--- src/sv/stit_pkg.sv ---
package stit_pkg;

    localparam int DEPTH_DEF     = 256;
    localparam int TIME_BITS_DEF = 24;

    localparam int KIND_W    = 2;
    localparam int TIME_MS_W = 24;
    localparam int LINE_W    = 8;
    localparam int COUNT_W   = 9;

    typedef enum logic [KIND_W-1:0] {
        KIND_CLEAR  = 2'd0,
        KIND_INSERT = 2'd1,
        KIND_QUERY  = 2'd2
    } t_kind;

    typedef enum logic [2:0] {
        S_IDLE,
        S_DISPATCH,
        S_SRCH_RD,
        S_SRCH_CMP,
        S_SH_RD,
        S_SH_WR,
        S_DONE
    } t_state;

    // controller -> datapath
    typedef struct packed {
        logic capture;
        logic clear;
        logic set_drop;
        logic rd_mid;
        logic cmp_step;
        logic rd_shift;
        logic wr_shift;
        logic put;
        logic load_out;
    } t_cmd;

    // datapath -> controller
    typedef struct packed {
        t_kind kind;
        logic  full;
        logic  search_go;
        logic  shift_go;
        logic  out_free;
    } t_sts;

endpackage

--- src/sv/stit_ctrl.sv ---
module stit_ctrl import stit_pkg::*; (
    input  logic i_clk,
    input  logic i_rst_n,
    input  logic i_in_valid,
    output logic o_in_ready,
    input  t_sts i_sts,
    output t_cmd o_cmd
);

    t_state r_state;
    t_state n_state;

    always_ff @(posedge i_clk) begin
        if (!i_rst_n) begin
            r_state <= S_IDLE;
        end else begin
            r_state <= n_state;
        end
    end

    always_comb begin
        n_state    = r_state;
        o_cmd      = '0;
        o_in_ready = 1'b0;
        case (r_state)
            S_IDLE: begin
                o_in_ready = 1'b1;
                if (i_in_valid) begin
                    o_cmd.capture = 1'b1;
                    n_state       = S_DISPATCH;
                end
            end
            S_DISPATCH: begin
                case (i_sts.kind)
                    KIND_CLEAR: begin
                        o_cmd.clear = 1'b1;
                        n_state     = S_DONE;
                    end
                    KIND_INSERT: begin
                        if (i_sts.full) begin
                            o_cmd.set_drop = 1'b1;
                            n_state        = S_DONE;
                        end else begin
                            n_state = S_SRCH_RD;
                        end
                    end
                    KIND_QUERY: begin
                        n_state = S_SRCH_RD;
                    end
                    default: begin
                        n_state = S_DONE;
                    end
                endcase
            end
            S_SRCH_RD: begin
                if (i_sts.search_go) begin
                    o_cmd.rd_mid = 1'b1;
                    n_state      = S_SRCH_CMP;
                end else if (i_sts.kind == KIND_INSERT) begin
                    n_state = S_SH_RD;
                end else begin
                    n_state = S_DONE;
                end
            end
            S_SRCH_CMP: begin
                o_cmd.cmp_step = 1'b1;
                n_state        = S_SRCH_RD;
            end
            S_SH_RD: begin
                if (i_sts.shift_go) begin
                    o_cmd.rd_shift = 1'b1;
                    n_state        = S_SH_WR;
                end else begin
                    o_cmd.put = 1'b1;
                    n_state   = S_DONE;
                end
            end
            S_SH_WR: begin
                o_cmd.wr_shift = 1'b1;
                n_state        = S_SH_RD;
            end
            S_DONE: begin
                if (i_sts.out_free) begin
                    o_cmd.load_out = 1'b1;
                    n_state        = S_IDLE;
                end
            end
            default: begin
                n_state = S_IDLE;
            end
        endcase
    end

endmodule

--- config.mk ---
export PLATFORM = sky130hd
export DESIGN_NAME = stit_ctrl
export DESIGN_NICKNAME = d
export VERILOG_FILES = /design/src/sv/stit_pkg.sv /design/src/sv/stit_ctrl.sv
export SDC_FILE = /design/constraint.sdc
export NUM_CORES = 1
export LEC_CHECK = 0
export BUFFER_PORTS_ARGS = -buffer_cell sky130_fd_sc_hd__buf_2
export CORE_AREA = 2 2 39 41
export DETAILED_ROUTE_END_ITERATION = 6
export DIE_AREA = 0 0 41 43
export GPL_TIMING_DRIVEN = 0
export PLACE_DENSITY = 0.45
export SLEW_MARGIN = 20
export SYNTH_ARGS = -nofsm -noshare
export SYNTH_HDL_FRONTEND = slang
export SYNTH_SLANG_ARGS = --single-unit
--- constraint.sdc ---
create_clock -name i_clk -period 2 [get_ports i_clk]
set_input_delay 0.4 -clock i_clk [delete_from_list [all_inputs] [get_ports i_clk]]
set_output_delay 0.4 -clock i_clk [all_outputs]
set_load 0.01 [all_outputs]
Yosys cells after proc, flatten, opt, wreduce, memory -nomap -nowiden:

Index checks and enable logic that the tools add are counted.

* input port bits: 9
* register bits after elaboration: 3
* logic and storage cells: 39

* eq/ne operators: 10
* reduce and logical (&&, ||, !) cells: 3
* mux-type cells: 25

Operators by type and width (count)
* $pmux W3 S7: 1
* $mux W1: 16
* $mux W3: 4
* $eq A3 B3 Y1 const B: 3
* $eq A3 B2 Y1 const B: 2
* $mux W2: 3
* $pmux W3 S2: 1
* $ne A2 B2 Y1 const B: 2
* $eq A3 B1 Y1 const B: 1
* $logic_not A3 Y1: 1
* $eq A2 B1 Y1 const B: 1
* $eq A2 B2 Y1 const B: 1
* $logic_not A2 Y1: 1
* $reduce_and A2 Y1: 1

Logic depth before layout (Yosys ltp):

Gate-level depths: netlist of run 1.

* depth after elaboration: 4
* depth in mapped cells: 4
* gate-level depth less buffers: 3

Worst setup path after synthesis of run 1:

No wires, ideal clock.

* kind: register to output
* start point: register r_state[2]
* end point: output o_cmd[3] (netlist bit)
* cell stages (with the launch flop): 4
* required time: 1600 ps
* path buffers: 1
* setup slack: 637 ps
* arrival time: 963 ps
* cell sequence: dfxtp_1 -> buf_4 -> inv_2 -> nor4b_1

RTL lines
* from (decl): line stit_ctrl.sv:10 `t_state r_state;`
* from (signal assigned): line stit_ctrl.sv:17 `r_state <= n_state;`
* to (decl): line stit_ctrl.sv:7 `output t_cmd o_cmd`

==> results of run 1 <==
per-stage QoR:
step | hold WS [ns] | utilization | worst slack, ns
after floorplan | 0.546 | - | 0.637
after global placement | 0.675 | 0.288 | 0.621
after detailed placement | 0.660 | 0.288 | 0.619
after CTS | 0.450 | 0.307 | 0.364
after global routing | 0.453 | 0.307 | 0.275
final | 0.457 | 0.307 | 0.383
logic make-up after synthesis:
kind of cell	after synthesis	share of synthesized area
and+or+nand+nor	23	0.474
buffers and inverters	5	0.109
AOI/OAI and AO/OA	8	0.209
DFF	3	0.209
worst max-delay path by stage:
stage / startpoint / to / slack, ns / depth (start not counted)
floorplan: r_state[2] / o_cmd[3] / 0.64 / 3
global placement: r_state[2] / o_cmd[3] / 0.62 / 4
detailed placement: r_state[2] / o_cmd[1] / 0.62 / 4
CTS: r_state[2] / o_cmd[1] / 0.36 / 4
global route: r_state[2] / o_cmd[3] / 0.27 / 4
finish: r_state[2] / o_cmd[1] / 0.38 / 4
critical path, stage by stage, from the launching register on:
cell and delay [ns]:
dfxtp_1 0.33, buf_4 0.18, inv_2 0.07, nor4_1 0.23
buf_2 0.18
power by group:
part	total [uW]	switching, uW	internal [uW]
Combinational	330	183	148
Clock	103	28.8	74.6
Sequential	104	17.2	86.8
Total	538	229	309
placed cells by master (no fill, tap or decap), types with 2 or more instances in the layout:
master and count:
buf_2 19, nor2_1 5, nand2b_1 2, nor2b_1 2
nand2_1 3, nand2b_2 2, clkbuf_4 3, nor4_1 3
a211oi_1 3, dfxtp_1 3
area by class of cell:
type | instances | area [sq um]
Buffer | 3 | 23.8
Clock buffer | 4 | 26.3
Fill cell | 159 | 960
Inverter | 2 | 7.51
Multi-Input combinational cell | 31 | 196
Sequential cell | 3 | 60.1
Tap cell | 16 | 20.0
Timing Repair Buffer | 18 | 90.1
routing by layer:
metal | share of wire | wire length, microns
met2 | 0.47 | 376
met1 | 0.43 | 350
met4 | 0 | 0
met3 | 0.097 | 78
met5 | 0 | 0
==> flow_summary.json, run 1 <==
{
  "outcome": "finished, final reports clean",
  "io_pins": 19,
  "worst_clock_skew_ns": 0.00110,
  "ant_nets": 0,
  "peakVddDrop_v": 0.000260,
  "met1_usage": 0.115,
  "dpl_cell_area_sq_um": 398,
  "diodes": 0,
  "r2r-start": "r_state[1]",
  "die_w_microns": 41,
  "grt_max_degree": 11,
  "antenna_found_initial": 0,
  "use_met2": 0.150,
  "max_cap_viol_count": 0,
  "cp.required_ns": 1.60,
  "yosys_warnings": 0,
  "die_h_microns": 43,
  "cts_tree": "built",
  "postCtsHoldBufs": 0,
  "cts_buffer_depth": 2,
  "cp-start-kind": "register",
  "synth-seq-cells": 3,
  "start_util": 0.208,
  "synth_edf_count": 0,
  "synth_cell_types": 24,
  "synth.top_cell.area_share": 0.209,
  "via_per_inst": 4.70,
  "syn_area_per_cell_sq_um": 7.38,
  "largest_reg_flops": 3,
  "syn-num-nets": 48,
  "crit_arrival_ns": 1.22,
  "use_met3": 0.0419,
  "drtPass1Iterations": 2,
  "grt_first_pass_wirelength_microns": 1180,
  "regMostFlops": "r_state",
  "nets": 71,
  "critPathKind": "register to primary output",
  "path_max_fanout": 10,
  "fin_total_pwr_uw": 538,
  "tightestPinTransition_ns": 0.230,
  "htreeDepth": 1,
  "design_area_sq_um": 424,
  "max_slew_margin": 0.845,
  "regToRegEndpoint": "r_state[1]",
  "post_cts_buffers": 0,
  "io_buffers": 18,
  "hp-start": "i_rst_n",
  "fmax_mhz": 618,
  "drt_iter0_markers": 1,
  "dp_cells": 73,
  "gp_congestion": 0.680,
  "area_growth_pct": 47.4,
  "vias": 362,
  "critPathCaptureType": "primary output",
  "grt_pass1_vias": 289,
  "wl_per_cell_microns": 10.5,
  "row_count": 14,
  "yosysMostFrequentCell": "nor2_1",
  "async_flop_share": 0,
  "synth_top_flop_cell": "dfxtp_1",
  "post-route-period-util": 0.809,
  "post-route-min-period_ns": 1.62,
  "yosysTopAreaCell": "dfxtp_1",
  "hpwlAfterDp_microns": 666,
  "finalNonFillerCells": 77,
  "clock_sinks": 3,
  "wirelength_microns": 806,
  "hold_viol_final": 0,
  "tns_ns": 0,
  "post_cts_resized": 0,
  "min_to": "r_state[2]",
  "finalMaxSlewViolations": 0,
  "globalRouteOverflowTotal": 0,
  "reg2reg_depth": 4,
  "numCtsBuffers": 3,
  "powerDensity_nw_per_um2": 1270,
  "dieArea_sq_um": 1760,
  "clk_pin_slew_ns": 0.04,
  "whs_path_depth": 2,
  "synthCells": 39,
  "finalSetupViolations": 0,
  "yosys-top-cells-area": "dfxtp_1, a211oi_1, nor2_1, nor4_1, nand2b_2",
  "drc": 0,
  "top_regs": "r_state (3)",
  "rsz0062_at_grt": "false",
  "hp-class": "primary input to register",
  "core-area_sq_um": 1380,
  "clk_latency_ns": 0.23,
  "r2r_slack_ns": 0.96,
  "grt_use_total": 0.0952,
  "busiest_layer": "met2",
  "synth.yosys.seq_area_share": 0.209,
  "layout-drive-gt1-share": 0.459,
  "root_buffer": "clkbuf_4",
  "syn_area_sq_um": 288,
  "ys_top_cells_by_count": "nor2_1, a211oi_1, dfxtp_1, nand2_1, nor4_1",
  "p_leak_uw": 0.000207
}
No activity file was read; power rests on OpenSTA's default activity.
==> run 2, diff against run 1 <==
--- a/config.mk
+++ b/config.mk
@@ -10,7 +10,7 @@
 export DETAILED_ROUTE_END_ITERATION = 6
 export DIE_AREA = 0 0 41 43
 export GPL_TIMING_DRIVEN = 0
-export PLACE_DENSITY = 0.45
+export PLACE_DENSITY = 0.46
 export SLEW_MARGIN = 20
 export SYNTH_ARGS = -nofsm -noshare
 export SYNTH_HDL_FRONTEND = slang
==> constraint.sdc (replaced) <==
create_clock -name i_clk -period 1.3 [get_ports i_clk]
set_input_delay 0.26 -clock i_clk [delete_from_list [all_inputs] [get_ports i_clk]]
set_output_delay 0.26 -clock i_clk [all_outputs]
set_load 0.01 [all_outputs]
==> flow_summary.json, run 2 (synthesized netlist as in run 1, its figures left out) <==
{
  "rsz0062_at_grt": "true",
  "row_count": 14,
  "p_leak_uw": 0.000250,
  "post-route-period-util": 1.05,
  "peakVddDrop_v": 0.000511,
  "fin_total_pwr_uw": 1080,
  "io_pins": 19,
  "crit_arrival_ns": 1.10,
  "critPathCaptureType": "primary output",
  "cts_tree": "built",
  "layout-drive-gt1-share": 0.642,
  "r2r-start": "r_state[2]",
  "multi_input_area_sq_um": 245,
  "grt_pass1_vias": 339,
  "max_slew_margin": 0.856,
  "core-area_sq_um": 1380,
  "seqCellArea_sq_um": 68.8,
  "drt_iter0_markers": 5,
  "final_common_cell": "buf_2",
  "drtPass1Iterations": 3,
  "wl_per_cell_microns": 11.0,
  "globalRouteOverflowTotal": 0,
  "grt_first_pass_wirelength_microns": 1240,
  "finalSetupViolations": 5,
  "cts_buffer_depth": 2,
  "r2r_slack_ns": 0.06,
  "area_growth_pct": 85.2,
  "largest_reg_flops": 3,
  "ant_nets": 0,
  "antenna_found_initial": 0,
  "violations": "negative setup slack",
  "grt_use_total": 0.101,
  "top_regs": "r_state (3)",
  "clk_latency_ns": 0.24,
  "dieArea_sq_um": 1760,
  "hpwlAfterDp_microns": 616,
  "max_cap_viol_count": 0,
  "timing.final.ws_setup_ns": -0.0619,
  "grt_max_degree": 11,
  "hp-class": "primary input to register",
  "worst_clock_skew_ns": 0.00239,
  "htreeDepth": 1,
  "via_per_inst": 4.58,
  "io_buffers": 18,
  "mostFrequentLayoutCells": "buf_2, buf_4",
  "postCtsHoldBufs": 0,
  "root_buffer": "clkbuf_4",
  "numCtsBuffers": 3,
  "fillers": 163,
  "clk_pin_slew_ns": 0.04,
  "diodes": 0,
  "final_util": 0.385,
  "tightestPinTransition_ns": 0.215,
  "wirelength_microns": 909,
  "vias": 380,
  "drc": 0,
  "finalMaxSlewViolations": 0,
  "hp-start": "i_rst_n",
  "outcome": "finished, violations left",
  "die_w_microns": 41,
  "die_h_microns": 43,
  "fmax_mhz": 734,
  "powerDensity_nw_per_um2": 2030,
  "tns_ns": -0.152,
  "nets": 77,
  "path_max_fanout": 8,
  "startpoint": "r_state[1]",
  "critPathKind": "register to primary output",
  "post-route-min-period_ns": 1.36,
  "hold_viol_final": 0,
  "clock_sinks": 3,
  "regMostFlops": "r_state",
  "gp_congestion": 0.713,
  "start_util": 0.208,
  "cp-start-kind": "register",
  "cp.required_ns": 1.04
}
[run 2: timing repair]
| item | in CTS | in global routing |
|---|---|---|
| endpoints found under the setup margin | 10 | 10 |
| pin swaps | 2 | 4 |
| hold endpoints to repair | 0 | 0 |
| gates resized for setup | 9 | 10 |
| buffers inserted | 3 | 5 |
[run 2: report_power, final]
part           internal [uW]  total [uW]  switching (uW)
Sequential               154         242            87.9
Clock                    115         168            52.9
Combinational            366         674             307
Total                    636        1080             448
[run 2: critical path, cell delays in order (launching register included)]
cell and delay (ns):
dfxtp_4 0.34, buf_6 0.13, nor4b_2 0.23, buf_2 0.16
[run 2: layer usage]
layer,up-vias,track usage,part of all wire
met5,-,0,0
met4,0,0.0200,0
met3,0,0.0471,0.083
met2,14,0.172,0.45
met1,168,0.109,0.46
li1,198,-,-
[run 2: path summary, 6_finish.rpt]
kind | endpoint | depth (start not counted)
setup reg to reg | r_state[1] | 5
hold reg to reg | r_state[1] | 2
setup / recovery | o_cmd[3] | 3
hold / removal | r_state[2] | 2
[run 2: cell type report]
cell class | instances | area share
inverters | 2 | 0.0188
plain buffers | 1 | 0.0211
multi-input cells | 31 | 0.460
clock buffers | 4 | 0.0493
flip-flops and latches | 3 | 0.129
well taps | 16 | 0.0376
repair buffers | 26 | 0.284
[run 2: through the flow]
step	std cells	worst slack [ns]	hold WS (ns)	cell area [sq um]
finish	83	-0.0619	0.309	533
global route	83	-0.126	0.303	533
global placement	73	0.0526	0.552	398
detailed placement	73	0.0702	0.558	398
floorplan	39	0.0769	0.406	288
CTS	80	-0.0748	0.302	483
